[config.mk]
export PLATFORM = sky130hd
export DESIGN_NAME = bitmap_block_allocator
export DESIGN_NICKNAME = d
export VERILOG_FILES = /design/src/design/bba_pkg.sv /design/src/design/bba_cell.sv /design/src/design/bba_scan.sv /design/src/design/bba_edit.sv /design/src/design/bitmap_block_allocator.sv
export SDC_FILE = /design/constraint.sdc
export NUM_CORES = 2
export LEC_CHECK = 0
export ABC_CLOCK_PERIOD_IN_PS = 16850
export BUFFER_PORTS_ARGS = -buffer_cell sky130_fd_sc_hd__buf_2
export CELL_PAD_IN_SITES_DETAIL_PLACEMENT = 1
export CELL_PAD_IN_SITES_GLOBAL_PLACEMENT = 1
export CORE_AREA = 2 2 359 326
export DETAILED_ROUTE_END_ITERATION = 10
export DIE_AREA = 0 0 361 328
export MAX_ROUTING_LAYER = met4
export PLACE_DENSITY_LB_ADDON = 0.15
export SLEW_MARGIN = 30
export SYNTH_ARGS = -nofsm -noshare
export SYNTH_HDL_FRONTEND = slang
export SYNTH_SLANG_ARGS = --single-unit
[constraint.sdc]
create_clock -name i_clk -period 16.85 [get_ports i_clk]
set_input_delay 2.5275 -clock i_clk [delete_from_list [all_inputs] [get_ports i_clk]]
set_output_delay 2.5275 -clock i_clk [all_outputs]
set_load 0.05 [all_outputs]
[src/design/bba_pkg.sv]
// Shared types, constants and codes for the bitmap block allocator.
// Used by every module of the design; depends on nothing.
package bba_pkg;

    localparam int MAP_BLOCKS = 1024;
    localparam int WORD_BITS  = 32;
    localparam int MAP_WORDS  = MAP_BLOCKS / WORD_BITS;
    localparam int WORD_IDX_W = $clog2(MAP_WORDS);
    localparam int BIT_IDX_W  = $clog2(WORD_BITS);
    localparam int IDX_W      = 10;
    localparam int CNT_W      = 11;
    localparam int ACT_W      = 2;
    localparam int STAT_W     = 2;
    localparam int APB_AW     = 3;
    localparam int APB_DW     = 32;

    localparam logic [ACT_W-1:0] ACT_ALLOC   = 2'd0;
    localparam logic [ACT_W-1:0] ACT_RELEASE = 2'd1;
    localparam logic [ACT_W-1:0] ACT_RESERVE = 2'd2;

    localparam logic [STAT_W-1:0] STAT_OK      = 2'd0;
    localparam logic [STAT_W-1:0] STAT_FEW     = 2'd1;
    localparam logic [STAT_W-1:0] STAT_NO_RUN  = 2'd2;
    localparam logic [STAT_W-1:0] STAT_ZERO    = 2'd3;

    localparam logic [APB_AW-3:0] REG_TOTAL_BLOCKS = 1'b0;

    typedef logic [WORD_BITS-1:0] t_word;

    typedef struct packed {
        logic                 hit;
        logic [BIT_IDX_W-1:0] pos;
        logic [CNT_W-1:0]     run_out;
    } t_scan_res;

    typedef struct packed {
        logic             en;
        logic             set;
        logic [CNT_W-1:0] lo;
        logic [CNT_W-1:0] hi;
    } t_edit_ctl;

endpackage

[src/design/bba_cell.sv]
// One cell of the bitmap ring: holds one word of the usage bitmap.
// Depends on bba_pkg for the word type.
module bba_cell
    import bba_pkg::*;
(
    input  logic  i_clk,
    input  logic  i_rst_n,
    input  logic  i_clear,
    input  logic  i_shift,
    input  t_word i_d,
    output t_word o_q
);

    t_word r_word;

    always_ff @(posedge i_clk) begin
        if (!i_rst_n) begin
            r_word <= '1;
        end else if (i_clear) begin
            r_word <= '1;
        end else if (i_shift) begin
            r_word <= i_d;
        end
    end

    assign o_q = r_word;

endmodule

[src/design/bba_scan.sv]
// Free-run search over the bitmap word at the head of the ring.
// Depends on bba_pkg for the word type and the scan result struct.
module bba_scan
    import bba_pkg::*;
(
    input  t_word            i_word,
    input  logic [CNT_W-1:0] i_run,
    input  logic [CNT_W-1:0] i_count,
    output t_scan_res        o_res
);

    t_word                   free_bits;
    t_word                   pw [BIT_IDX_W+1];
    t_word                   acc;
    t_word                   pre;
    t_word                   low_used;
    t_word                   hit;
    logic                    empty;
    logic signed [CNT_W:0]   need;
    logic [BIT_IDX_W-1:0]    pos;
    logic [BIT_IDX_W-1:0]    top;

    always_comb begin
        free_bits = ~i_word;
        pw[0] = free_bits;
        for (int k = 1; k <= BIT_IDX_W; k++) begin
            pw[k] = pw[k-1] & (pw[k-1] << (1 << (k - 1)));
        end

        acc   = '1;
        empty = 1'b1;
        for (int k = 0; k <= BIT_IDX_W; k++) begin
            if (i_count[k]) begin
                acc   = pw[k] & (empty ? '1 : (acc << (1 << k)));
                empty = 1'b0;
            end
        end
        if (i_count[CNT_W-1:BIT_IDX_W+1] != '0) begin
            acc = '0;
        end

        low_used = i_word & (~i_word + t_word'(1));
        pre      = low_used - t_word'(1);
        need     = $signed({1'b0, i_count}) - $signed({1'b0, i_run}) - (CNT_W+1)'(1);

        for (int j = 0; j < WORD_BITS; j++) begin
            hit[j] = acc[j] | (pre[j] & ($signed((CNT_W+1)'(j)) >= need));
        end

        pos = '0;
        for (int j = WORD_BITS - 1; j >= 0; j--) begin
            if (hit[j]) begin
                pos = BIT_IDX_W'(j);
            end
        end

        top = '0;
        for (int j = 0; j < WORD_BITS; j++) begin
            if (i_word[j]) begin
                top = BIT_IDX_W'(j);
            end
        end

        o_res.hit = |hit;
        o_res.pos = pos;
        if (i_word == '0) begin
            o_res.run_out = i_run + CNT_W'(WORD_BITS);
        end else begin
            o_res.run_out = CNT_W'(WORD_BITS - 1) - CNT_W'(top);
        end
    end

endmodule

[src/design/bba_edit.sv]
// Range set/clear of the bitmap word leaving the head of the ring.
// Depends on bba_pkg for the word type and the edit control struct.
module bba_edit
    import bba_pkg::*;
(
    input  t_word            i_word,
    input  t_edit_ctl        i_ctl,
    input  logic [CNT_W-1:0] i_base,
    output t_word            o_word
);

    function automatic logic [BIT_IDX_W:0] clamp_off(logic [CNT_W-1:0] pos_v,
                                                     logic [CNT_W-1:0] base_v);
        logic signed [CNT_W:0] off;
        off = $signed({1'b0, pos_v}) - $signed({1'b0, base_v});
        if (off < 0) begin
            return '0;
        end else if (off > $signed((CNT_W+1)'(WORD_BITS))) begin
            return (BIT_IDX_W+1)'(WORD_BITS);
        end
        return off[BIT_IDX_W:0];
    endfunction

    logic [WORD_BITS:0] ones_ext;
    logic [WORD_BITS:0] ge_lo;
    logic [WORD_BITS:0] ge_hi;
    t_word              mask;

    always_comb begin
        ones_ext = '1;
        ge_lo    = ones_ext << clamp_off(i_ctl.lo, i_base);
        ge_hi    = ones_ext << clamp_off(i_ctl.hi, i_base);
        mask     = ge_lo[WORD_BITS-1:0] & ~ge_hi[WORD_BITS-1:0];
        if (!i_ctl.en) begin
            o_word = i_word;
        end else if (i_ctl.set) begin
            o_word = i_word | mask;
        end else begin
            o_word = i_word & ~mask;
        end
    end

endmodule

[src/design/bitmap_block_allocator.sv]
// Top level of the bitmap block allocator: request decode, ring control, APB register.
// Depends on bba_pkg, bba_cell, bba_scan and bba_edit.
//
// A request is taken at a rising edge where i_start is high and o_busy is low.
// Each request gives exactly one result, shown for one cycle with o_valid high;
// the receiver cannot hold it off. The usage bitmap sits in a ring of 32 cells,
// one word each, which rotates one word per cycle during a search or marking pass
// past a shared search unit and a shared range editor; a full pass sees every word once.
// A zero count, an unused action or an allocate with too few free blocks gives
// its result in the cycle after accept. Release, reserve or an allocate that
// finds no contiguous run takes one pass; a successful allocate takes one search
// pass and one marking pass. A new request may be taken in the cycle its
// predecessor's result is shown. Reset and every write of total_blocks mark all
// blocks used and set the used count to the managed size. The user must write
// total_blocks only while idle; the block itself does not enforce it.
module bitmap_block_allocator
    import bba_pkg::*;
(
    input  logic               i_clk,
    input  logic               i_rst_n,
    input  logic               i_start,
    output logic               o_busy,
    input  logic [ACT_W-1:0]   i_action,
    input  logic [IDX_W-1:0]   i_block_index,
    input  logic [CNT_W-1:0]   i_block_count,
    output logic               o_valid,
    output logic [STAT_W-1:0]  o_status,
    output logic [IDX_W-1:0]   o_start_block,
    output logic [CNT_W-1:0]   o_free_count,
    input  logic               psel,
    input  logic               penable,
    input  logic               pwrite,
    input  logic [APB_AW-1:0]  paddr,
    input  logic [APB_DW-1:0]  pwdata,
    output logic [APB_DW-1:0]  prdata,
    output logic               pready
);

    localparam logic [1:0] S_IDLE   = 2'd0;
    localparam logic [1:0] S_SEARCH = 2'd1;
    localparam logic [1:0] S_MARK   = 2'd2;

    localparam logic [WORD_IDX_W-1:0] LAST_WORD = WORD_IDX_W'(MAP_WORDS - 1);

    logic [1:0]            r_state,  n_state;
    logic [WORD_IDX_W-1:0] r_cnt,    n_cnt;
    logic                  r_alloc,  n_alloc;
    logic                  r_set,    n_set;
    logic                  r_found,  n_found;
    logic [CNT_W-1:0]      r_count,  n_count;
    logic [CNT_W-1:0]      r_lo,     n_lo;
    logic [CNT_W-1:0]      r_hi,     n_hi;
    logic [CNT_W-1:0]      r_len,    n_len;
    logic [CNT_W-1:0]      r_run,    n_run;
    logic [CNT_W-1:0]      r_used,   n_used;
    logic [CNT_W-1:0]      r_total,  n_total;
    logic [CNT_W-1:0]      r_t,      n_t;
    logic                  r_valid,  n_valid;
    logic [STAT_W-1:0]     r_status, n_status;
    logic [IDX_W-1:0]      r_start,  n_start;
    logic [CNT_W-1:0]      r_free,   n_free;

    logic                  accept;
    logic                  cfg_wr;
    logic                  shift;
    logic [CNT_W-1:0]      free_now;
    logic [CNT_W-1:0]      base;
    logic [CNT_W-1:0]      start_calc;
    logic [CNT_W:0]        range_end;
    logic [CNT_W-1:0]      range_hi;
    logic [CNT_W:0]        used_sum;
    logic [CNT_W-1:0]      used_next;
    t_word                 cell_q [MAP_WORDS];
    t_word                 edit_word;
    t_scan_res             scan;
    t_edit_ctl             edit_ctl;

    assign accept   = i_start && (r_state == S_IDLE);
    assign cfg_wr   = psel && penable && pwrite && pready
                      && (paddr[APB_AW-1:2] == REG_TOTAL_BLOCKS);
    assign shift    = (r_state == S_SEARCH) || (r_state == S_MARK);
    assign free_now = r_t - r_used;
    assign base     = CNT_W'({r_cnt, {BIT_IDX_W{1'b0}}});

    genvar gi;
    generate
        for (gi = 0; gi < MAP_WORDS; gi++) begin : g_cell
            if (gi == MAP_WORDS - 1) begin : g_tail
                bba_cell u_cell (
                    .i_clk   (i_clk),
                    .i_rst_n (i_rst_n),
                    .i_clear (cfg_wr),
                    .i_shift (shift),
                    .i_d     (edit_word),
                    .o_q     (cell_q[gi])
                );
            end else begin : g_body
                bba_cell u_cell (
                    .i_clk   (i_clk),
                    .i_rst_n (i_rst_n),
                    .i_clear (cfg_wr),
                    .i_shift (shift),
                    .i_d     (cell_q[gi+1]),
                    .o_q     (cell_q[gi])
                );
            end
        end
    endgenerate

    bba_scan u_scan (
        .i_word  (cell_q[0]),
        .i_run   (r_run),
        .i_count (r_count),
        .o_res   (scan)
    );

    assign edit_ctl.en  = (r_state == S_MARK);
    assign edit_ctl.set = r_set;
    assign edit_ctl.lo  = r_lo;
    assign edit_ctl.hi  = r_hi;

    bba_edit u_edit (
        .i_word (cell_q[0]),
        .i_ctl  (edit_ctl),
        .i_base (base),
        .o_word (edit_word)
    );

    always_comb begin
        start_calc = CNT_W'({r_cnt, scan.pos}) + CNT_W'(1) - r_count;
        range_end  = {2'b0, i_block_index} + {1'b0, i_block_count};
        range_hi   = (range_end > {1'b0, r_t}) ? r_t : range_end[CNT_W-1:0];
        used_sum   = {1'b0, r_used} + {1'b0, r_len};
        if (r_set) begin
            used_next = (used_sum > {1'b0, r_t}) ? r_t : used_sum[CNT_W-1:0];
        end else begin
            used_next = (r_len > r_used) ? '0 : r_used - r_len;
        end
    end

    always_comb begin
        n_state  = r_state;
        n_cnt    = r_cnt;
        n_alloc  = r_alloc;
        n_set    = r_set;
        n_found  = r_found;
        n_count  = r_count;
        n_lo     = r_lo;
        n_hi     = r_hi;
        n_len    = r_len;
        n_run    = r_run;
        n_used   = r_used;
        n_total  = r_total;
        n_t      = r_t;
        n_valid  = 1'b0;
        n_status = r_status;
        n_start  = r_start;
        n_free   = r_free;

        case (r_state)
            S_IDLE: begin
                if (accept) begin
                    n_status = STAT_OK;
                    n_start  = '0;
                    n_free   = free_now;
                    if (i_block_count == '0) begin
                        n_valid  = 1'b1;
                        n_status = STAT_ZERO;
                    end else if (i_action == ACT_ALLOC) begin
                        if (i_block_count > free_now) begin
                            n_valid  = 1'b1;
                            n_status = STAT_FEW;
                        end else begin
                            n_state = S_SEARCH;
                            n_count = i_block_count;
                            n_len   = i_block_count;
                            n_run   = '0;
                            n_found = 1'b0;
                            n_alloc = 1'b1;
                            n_set   = 1'b1;
                        end
                    end else if (i_action inside {ACT_RELEASE, ACT_RESERVE}) begin
                        n_state = S_MARK;
                        n_alloc = 1'b0;
                        n_set   = (i_action == ACT_RESERVE);
                        n_count = i_block_count;
                        n_lo    = {1'b0, i_block_index};
                        n_hi    = range_hi;
                        n_len   = ({1'b0, i_block_index} < range_hi)
                                  ? range_hi - {1'b0, i_block_index} : '0;
                    end else begin
                        n_valid = 1'b1;
                    end
                end
            end
            S_SEARCH: begin
                n_cnt = r_cnt + WORD_IDX_W'(1);
                n_run = scan.run_out;
                if (!r_found && scan.hit) begin
                    n_found = 1'b1;
                    n_lo    = start_calc;
                    n_hi    = start_calc + r_count;
                end
                if (r_cnt == LAST_WORD) begin
                    if (r_found || scan.hit) begin
                        n_state = S_MARK;
                    end else begin
                        n_state  = S_IDLE;
                        n_valid  = 1'b1;
                        n_status = STAT_NO_RUN;
                        n_start  = '0;
                        n_free   = free_now;
                    end
                end
            end
            S_MARK: begin
                n_cnt = r_cnt + WORD_IDX_W'(1);
                if (r_cnt == LAST_WORD) begin
                    n_state  = S_IDLE;
                    n_used   = used_next;
                    n_valid  = 1'b1;
                    n_status = STAT_OK;
                    n_start  = r_alloc ? r_lo[IDX_W-1:0] : '0;
                    n_free   = r_t - used_next;
                end
            end
            default: begin
                n_state = S_IDLE;
                n_cnt   = '0;
            end
        endcase

        if (cfg_wr) begin
            n_total = pwdata[CNT_W-1:0];
            n_t     = (pwdata[CNT_W-1:0] > CNT_W'(MAP_BLOCKS))
                      ? CNT_W'(MAP_BLOCKS) : pwdata[CNT_W-1:0];
            n_used  = n_t;
        end
    end

    always_ff @(posedge i_clk) begin
        if (!i_rst_n) begin
            r_state <= S_IDLE;
            r_cnt   <= '0;
            r_found <= 1'b0;
            r_valid <= 1'b0;
            r_used  <= CNT_W'(MAP_BLOCKS);
            r_total <= CNT_W'(MAP_BLOCKS);
            r_t     <= CNT_W'(MAP_BLOCKS);
        end else begin
            r_state <= n_state;
            r_cnt   <= n_cnt;
            r_found <= n_found;
            r_valid <= n_valid;
            r_used  <= n_used;
            r_total <= n_total;
            r_t     <= n_t;
        end
    end

    always_ff @(posedge i_clk) begin
        r_alloc  <= n_alloc;
        r_set    <= n_set;
        r_count  <= n_count;
        r_lo     <= n_lo;
        r_hi     <= n_hi;
        r_len    <= n_len;
        r_run    <= n_run;
        r_status <= n_status;
        r_start  <= n_start;
        r_free   <= n_free;
    end

    assign o_busy        = (r_state != S_IDLE);
    assign o_valid       = r_valid;
    assign o_status      = r_status;
    assign o_start_block = r_start;
    assign o_free_count  = r_free;
    assign pready        = 1'b1;
    assign prdata        = (paddr[APB_AW-1:2] == REG_TOTAL_BLOCKS)
                           ? APB_DW'(r_total) : '0;

`ifndef NO_ASSERTIONS
    a_result_when_idle: assert property (@(posedge i_clk) disable iff (!i_rst_n)
        o_valid |-> !o_busy)
        else $error("result shown while a request is still in progress");

    a_free_bounded: assert property (@(posedge i_clk) disable iff (!i_rst_n)
        o_valid |-> (o_free_count <= r_t))
        else $error("free count exceeds managed blocks");

    a_ring_aligned: assert property (@(posedge i_clk) disable iff (!i_rst_n)
        (r_state == S_IDLE) |-> (r_cnt == '0))
        else $error("ring not back at home position while idle");

    a_used_bounded: assert property (@(posedge i_clk) disable iff (!i_rst_n)
        r_used <= r_t)
        else $error("used count exceeds managed blocks");
`endif

endmodule
Yosys cells after proc, flatten, opt, wreduce, memory -nomap -nowiden. Index checks and enable logic that the tools add are counted.

Bits in registers: 1146. Logic and storage cells: 416.

Add/subtract/negate cells: 18. Magnitude comparators: 42. Equal/unequal tests: 18. Shift operators: 2. Mux-type cells: 173. Bitwise logic cells: 84. Reduce and logical (&&, ||, !) cells: 30.

Operators with widths (number): 32-bit 2-to-1 mux (14); 32-bit AND (13); 11-bit 2-to-1 mux (34); 5-bit 2-to-1 mux (48); 6-bit by 12-bit >= comparator with 1-bit output (first input constant) (16); 5-bit by 12-bit >= comparator with 1-bit output (first input constant) (8); 32-bit inverter (3); 11-bit one-hot mux with 2 select lines (3); 33-bit by 6-bit << shifter with 32-bit output (first input constant) (2); 10-bit 2-to-1 mux (5); 4-bit by 12-bit >= comparator with 1-bit output (first input constant) (4); 11-bit subtractor (4); 6-bit 2-to-1 mux (6); 11-bit one-hot mux with 3 select lines (1); 32-bit by 1-bit adder with 32-bit output (second input constant) (1); 1-bit AND (32); 32-bit zero test (1); 4-bit 2-to-1 mux (8); 1-bit OR (32); 32-bit OR (1); 32-bit OR reduction (1); 32-bit by 1-bit subtractor with 32-bit output (second input constant) (1); 1-bit 2-to-1 mux (30); 10-bit one-hot mux with 3 select lines (1); other kinds (46) (98).

Logic depth before layout (Yosys ltp).
Word-level depth: 54. Gate-level depth with buffers: 36. Depth with buffers taken out: 34.

By module. A second synthesis with hierarchy kept.

Cells, all modules: 5600. Area total of the unflattened synthesis: 54360.9 um^2.

By module, submodules not included: bba_cell (times used 32, cells each 105, area each 1163.6 um^2, seq. area each 640.6 um^2); bitmap_block_allocator (times used 1, cells each 1118, area each 10094.7 um^2, seq. area each 3243.1 um^2); bba_scan (times used 1, cells each 789, area each 4658.2 um^2, seq. area each 0.0 um^2); bba_edit (times used 1, cells each 333, area each 2372.3 um^2, seq. area each 0.0 um^2).

Worst setup path after synthesis. Ideal clock, no wire load.

Kind: in2reg. Start point: input port i_block_index[0]. End point: register r_len[0], data pin. Library setup time: 0.284 ns. Arrival: 8.228 ns. Data required time: 16.566 ns. Path slack: 8.339 ns. Stages: 30. Buffers on the path: 1. Cell sequence: ha_1 fa_1 a21o_1 a21oi_1 o21bai_1 a21oi_1 o21ai_0 a21o_1 a21oi_1 xnor2_1 ha_1 nand3_1 o31a_1 a21oi_1 clkbuf_1 mux2i_1 inv_1 ha_1 nor2b_1 o21ai_0 a21oi_1 o21ai_0 nand2b_1 a21o_1 nand2_1 a21oi_1 o21a_1 o32a_1 nor3_1 nor2_1.

Word-level cells in the longest chain between the ends: 7. Elaborated cells between the ends (all ways): 8. Those cells by class: add/sub: 2; order compare: 2; mux: 4.

Ends and longest elaborated chain: from (decl) (line bitmap_block_allocator.sv:24) `input logic [IDX_W-1:0] i_block_index,`; 10-bit by 11-bit adder with 12-bit output (line bitmap_block_allocator.sv:131) `range_end = {2'b0, i_block_index} + {1'b0, i_block_count};`; 12-bit by 11-bit > comparator with 1-bit output (line bitmap_block_allocator.sv:132) `range_hi = (range_end > {1'b0, r_t}) ? r_t : range_end[CNT_W-1:0];`; 11-bit 2-to-1 mux (line bitmap_block_allocator.sv:132); 11-bit by 10-bit subtractor with 11-bit output / 10-bit by 11-bit < comparator with 1-bit output (equally long branches) (line bitmap_block_allocator.sv:190, bitmap_block_allocator.sv:189); 11-bit 2-to-1 mux (*) (line bitmap_block_allocator.sv:190) `? range_hi - {1'b0, i_block_index} : '0;`; 11-bit 2-to-1 mux (*) (line bitmap_block_allocator.sv:182) `end else if (i_action inside {ACT_RELEASE, ACT_RESERVE}) begin`; 11-bit 2-to-1 mux (*) (line bitmap_block_allocator.sv:169) `end else if (i_action == ACT_ALLOC) begin`; to (signal assigned) (line bitmap_block_allocator.sv:267) `r_len <= n_len;`; to (decl) (line bitmap_block_allocator.sv:53) `logic [CNT_W-1:0] r_len, n_len;`.

Mark *: on every way between the ends. The rest lies on a longest branch, timed or not. The select of a mux whose other input is x is not followed. A chain may end at the register's enable or synchronous reset.

Worst setup path after layout.
Start point: register r_count[0]. End point: register r_hi[10], data pin.

Word-level cells in the longest chain between the ends: 53. Elaborated cells between the ends (all ways): 157. Those cells by class: add/sub: 5; order compare: 32; mux: 51; bitwise: 69.

Ends and longest elaborated chain: from (decl) (line bitmap_block_allocator.sv:50) `logic [CNT_W-1:0] r_count, n_count;`; from (signal assigned) (line bitmap_block_allocator.sv:264) `r_count <= n_count;`; branches (longest 50 deep; another with 11-bit by 11-bit subtractor with 12-bit output); 11-bit adder (*) (line bitmap_block_allocator.sv:202) `n_hi = start_calc + r_count;`; 11-bit 2-to-1 mux (*) (line bitmap_block_allocator.sv:199) `if (!r_found && scan.hit) begin`; 11-bit one-hot mux with 2 select lines (*) (line bitmap_block_allocator.sv:160) `case (r_state)`; named net n_hi[10] (line bitmap_block_allocator.sv:52) `logic [CNT_W-1:0] r_hi, n_hi;`; to (signal assigned) (line bitmap_block_allocator.sv:266) `r_hi <= n_hi;`; to (decl) (line bitmap_block_allocator.sv:52).

Mark *: on every way through the listed nets, which the timed path passes. The select of a mux whose other input is x is not followed.

==> reports/results.tsv <==
stage	metric	value	unit
synthesis	Mapped Cells	5385	
worst_setup_path	Req. time, crit path	17.28	ns
timing	RSZ-0062 raised after global routing	false	
global_routing	vias in the first global route	37300	
global_routing	first-pass GRT wire length	206000	um
finish	Layout Area Growth over Synthesis	10.9	%
outcome	status	completed	
synthesis	most common flop cell mapped by yosys	dfxtp_1	
worst_setup_path	CP delay by family, top	compound AO/OA/AOI/OAI gates	
worst_setup_path	slowest CP cell	or4_1	
worst_setup_path	max incr delay on CP	0.60	ns
routing	Vias	37500	
clocking	Hold-fix buffers, CTS	0	
clocking	total clock sinks	1146	
place	Post-DP HPWL	87600	um
power_and_ir_drop	Seq pwr share	34.6	%
timing	Setup TNS Final	0	ns
finish	commonest non-fill, non-tap cell in the layout	nand2_1	
routing	WL final	129000	um
finish	# fillers	12700	
routing	Via density	5.44	
clocking	clock transition at the registers of the reported paths	0.06	ns
clocking	Post-CTS Setup Bufs	0	
synthesis	Post-synth EDFFs	80	
routing	Initial DRT Pass Iterations	5	
floorplanning	Die Area	0.118	mm2
routing	post-DR wirelength/cell	18.8	um
worst_setup_path	crit-path most repeated cell	ha_1	
worst_setup_path	CP Max Fanout	57	
synthesis	asr flop ratio synth	0	%
floorplanning	Die W	361	um
power_and_ir_drop	Leak Pwr	21.5	nW
timing	# setup viols final	0	
clocking	CTS Root Cell	clkbuf_16	
worst_hold_path	Hold Path Class	register to register	
timing	Final Hold Vio Count	0	
power_and_ir_drop	Max rail drop VDD	184	uV
clocking	H-tree level count	3	
routing	1st-iter DRT viols	2464	
global_routing	GRT Total Usage	22.1	%
synthesis	cell area after synthesis	0.0512	mm2
timing	fmax	0.112	GHz
finish	commonest cells after routing, fill and taps aside	nand2_1 (1,200), dfxtp_1 (1,066), mux2i_1 (1,023)	
place	placed cell area	0.0527	mm2
clocking	CTS tree	yes	
worst_setup_path	crit end category	register	
place	IO buf count	76	
power_and_ir_drop	Net Switching	0.00293	W
finish	Layout Nets	5529	
floorplanning	I/O Pins	122	
global_routing	initial antenna violation count	3	
place	routability cong.	0.939	
clocking	clk buf depth	3	
worst_setup_path	CP arrival	9.37	ns
floorplanning	Core Area	0.114	mm2
power_and_ir_drop	proportion of power drawn by combinational gates	34.8	%
synthesis	sequential share of the synthesized area	46.4	%
job	Max-Cap Viols	0	
global_routing	largest net degree at the start of global routing	248	
routing	remaining antenna violation count	0	
timing	Slew Limit Fails	0	
timing	normalized max-slew margin	33.3	%
power_and_ir_drop	switching part of the total	34.5	%
worst_setup_path	kind of critical path	register to register	
timing	Final Skew	0.0554	ns
power_and_ir_drop	cell-internal power	0.00556	W
floorplanning	die height	328	um
clocking	Worst-Skew Late Latency	0.75	ns
finish	share of cells above drive strength 1	7.73	%
floorplanning	Initial Util	44.8	%
clocking	cts bufs inserted	114	
timing	worst slew pin tran	1.00	ns
worst_setup_path	CP startpoint kind	register	
finish	post-route cell area	0.0568	mm2
power_and_ir_drop	power per cell area	149	mW/mm2
synthesis	Yosys warnings	0	
floorplanning	Core Rows	118	
synthesis	syn avg cell area	9.51	um2
synthesis	number of synthesized register bits	1146	
global_routing	remaining global-route overflow	0	
finish	diode count	0	
clocking	post-CTS resize count	0	
timing	final worst path period need	8.94	ns
worst_setup_path	CP bufs+invs	1	
synthesis	Distinct cells, synth	89	
timing	final worst path period share	53.1	%
power_and_ir_drop	clock network fraction of design power	30.6	%
routing	DRC	0	
power by group through the flow:
| stage | Combinational [W] | Sequential [W] | Clock, W |
|---|---|---|---|
| finish | 0.00296 | 0.00294 | 0.00259 |
| global route | 0.00316 | 0.00294 | 0.00279 |
| CTS | 0.00295 | 0.00293 | 0.00268 |
| detailed placement | 0.00295 | 0.00299 | 0 |
| global placement | 0.00293 | 0.00299 | 0 |
| floorplan | 0.00233 | 0.00303 | 0 |
sequential cells by signal (all words and copies together), names as in the netlist, 5 cells and up:
signal / flops
o_start_block: 10
r_cnt: 5
g_cell.g_tail.u_cell.o_q: 32
r_total: 11
r_run: 11
r_hi: 11
o_free_count: 11
g_cell.g_body.u_cell.o_q: 992
r_count: 11
r_len: 11
r_t: 11
r_lo: 11
r_used: 11
metal layers:
metal | up-vias | wire [um] | GRT usage, %
li1 | 18500 | - | -
met1 | 18200 | 63200 | 30.6
met2 | 699 | 57200 | 33.6
met3 | 194 | 6070 | 3.25
met4 | 0 | 3020 | 5.99
met5 | - | 0 | -
Yosys cell counts, types with 17 or more instances:
cell type     n  share of area, %
o211ai_1     36              0.53
nand2_1    1200               8.8
ha_1        156               3.8
mux2i_1    1023                20
o22ai_1      17              0.21
mux2_2       34              0.75
a21o_1       36              0.53
o21a_1       28              0.41
o21ai_0     138               1.3
a211oi_1     29              0.43
o21bai_1     25              0.37
a21oi_1     185               1.8
edfxtp_1     80               4.7
clkbuf_1    324               2.4
a22oi_1      24              0.35
nor4_1       37              0.45
a21boi_0     29              0.43
xor2_1       26              0.44
nand3_1      52              0.51
nand4_1      26              0.32
nor2_1      171               1.3
and2_1       19              0.23
nor3_1       49              0.48
buf_4        26              0.38
inv_1       136               1.0
nand2b_1     31              0.38
nor2b_1      44              0.54
and3_1       32              0.39
xnor2_1      53              0.91
dfxtp_1    1066                42
worst register-to-register path, delay by kind of cell, from the launching register on:
family / cells / cell delay (ns)
AO/OA/AOI/OAI: 17 / 4.02
adder cells (fa/ha/maj): 6 / 2.12
AND/OR/NAND/NOR: 4 / 1.36
flip-flops: 1 / 0.36
XOR/XNOR: 2 / 0.33
buffers and inverters: 1 / 0.31
multiplexers: 1 / 0.17
stage by stage:
stage | worst slack [ns] | total power (W) | hold WS (ns) | cells | utilization [%]
after floorplan | 8.34 | 0.00536 | 0.418 | 5405 | -
after global placement | 7.76 | 0.00592 | 0.450 | 6677 | 46.0
after detailed placement | 7.75 | 0.00594 | 0.452 | 6677 | 46.0
after CTS | 8.13 | 0.00857 | 0.439 | 6893 | 49.5
after global routing | 7.49 | 0.00889 | 0.460 | 6898 | 49.6
final | 7.91 | 0.00849 | 0.438 | 6898 | 49.6
final timing paths:
path / startpoint / end / slack [ns] / cells after the start
setup / recovery: r_count[0] / r_hi[10] / 7.91 / 31
hold / removal: g_cell[31].g_tail.u_cell.o_q[16] / g_cell[30].g_body.u_cell.o_q[16] / 0.44 / 2
setup reg to reg: r_count[0] / r_hi[10] / 7.91 / 31
hold reg to reg: g_cell[31].g_tail.u_cell.o_q[16] / g_cell[30].g_body.u_cell.o_q[16] / 0.44 / 2
kinds of logic (layout without fill, tap and decap cells):
group | count (synthesis) | after routing | share of synthesized area, %
AO/OA/AOI/OAI | 699 | 699 | 8.97
adder cells (fa/ha/maj) | 167 | 167 | 4.24
flip-flops | 1146 | 1146 | 46.4
buffers and inverters | 508 | 501 | 3.94
other | 2 | 22 | 0.0147
AND/OR/NAND/NOR | 1727 | 1727 | 14.4
XOR/XNOR | 79 | 79 | 1.35
multiplexers | 1057 | 1057 | 20.7
area by class of cell:
cell class,count,area (um2),share of cell area [%]
tap,1500,1880,3.30
clock inverter,30,367,0.646
inverter,139,522,0.919
sequential,1146,23700,41.8
multi-input combinational,3751,25600,45.1
timing repair buffer,146,1090,1.93
clock buffer,186,3570,6.29
(Power assumes the default switching activity.)
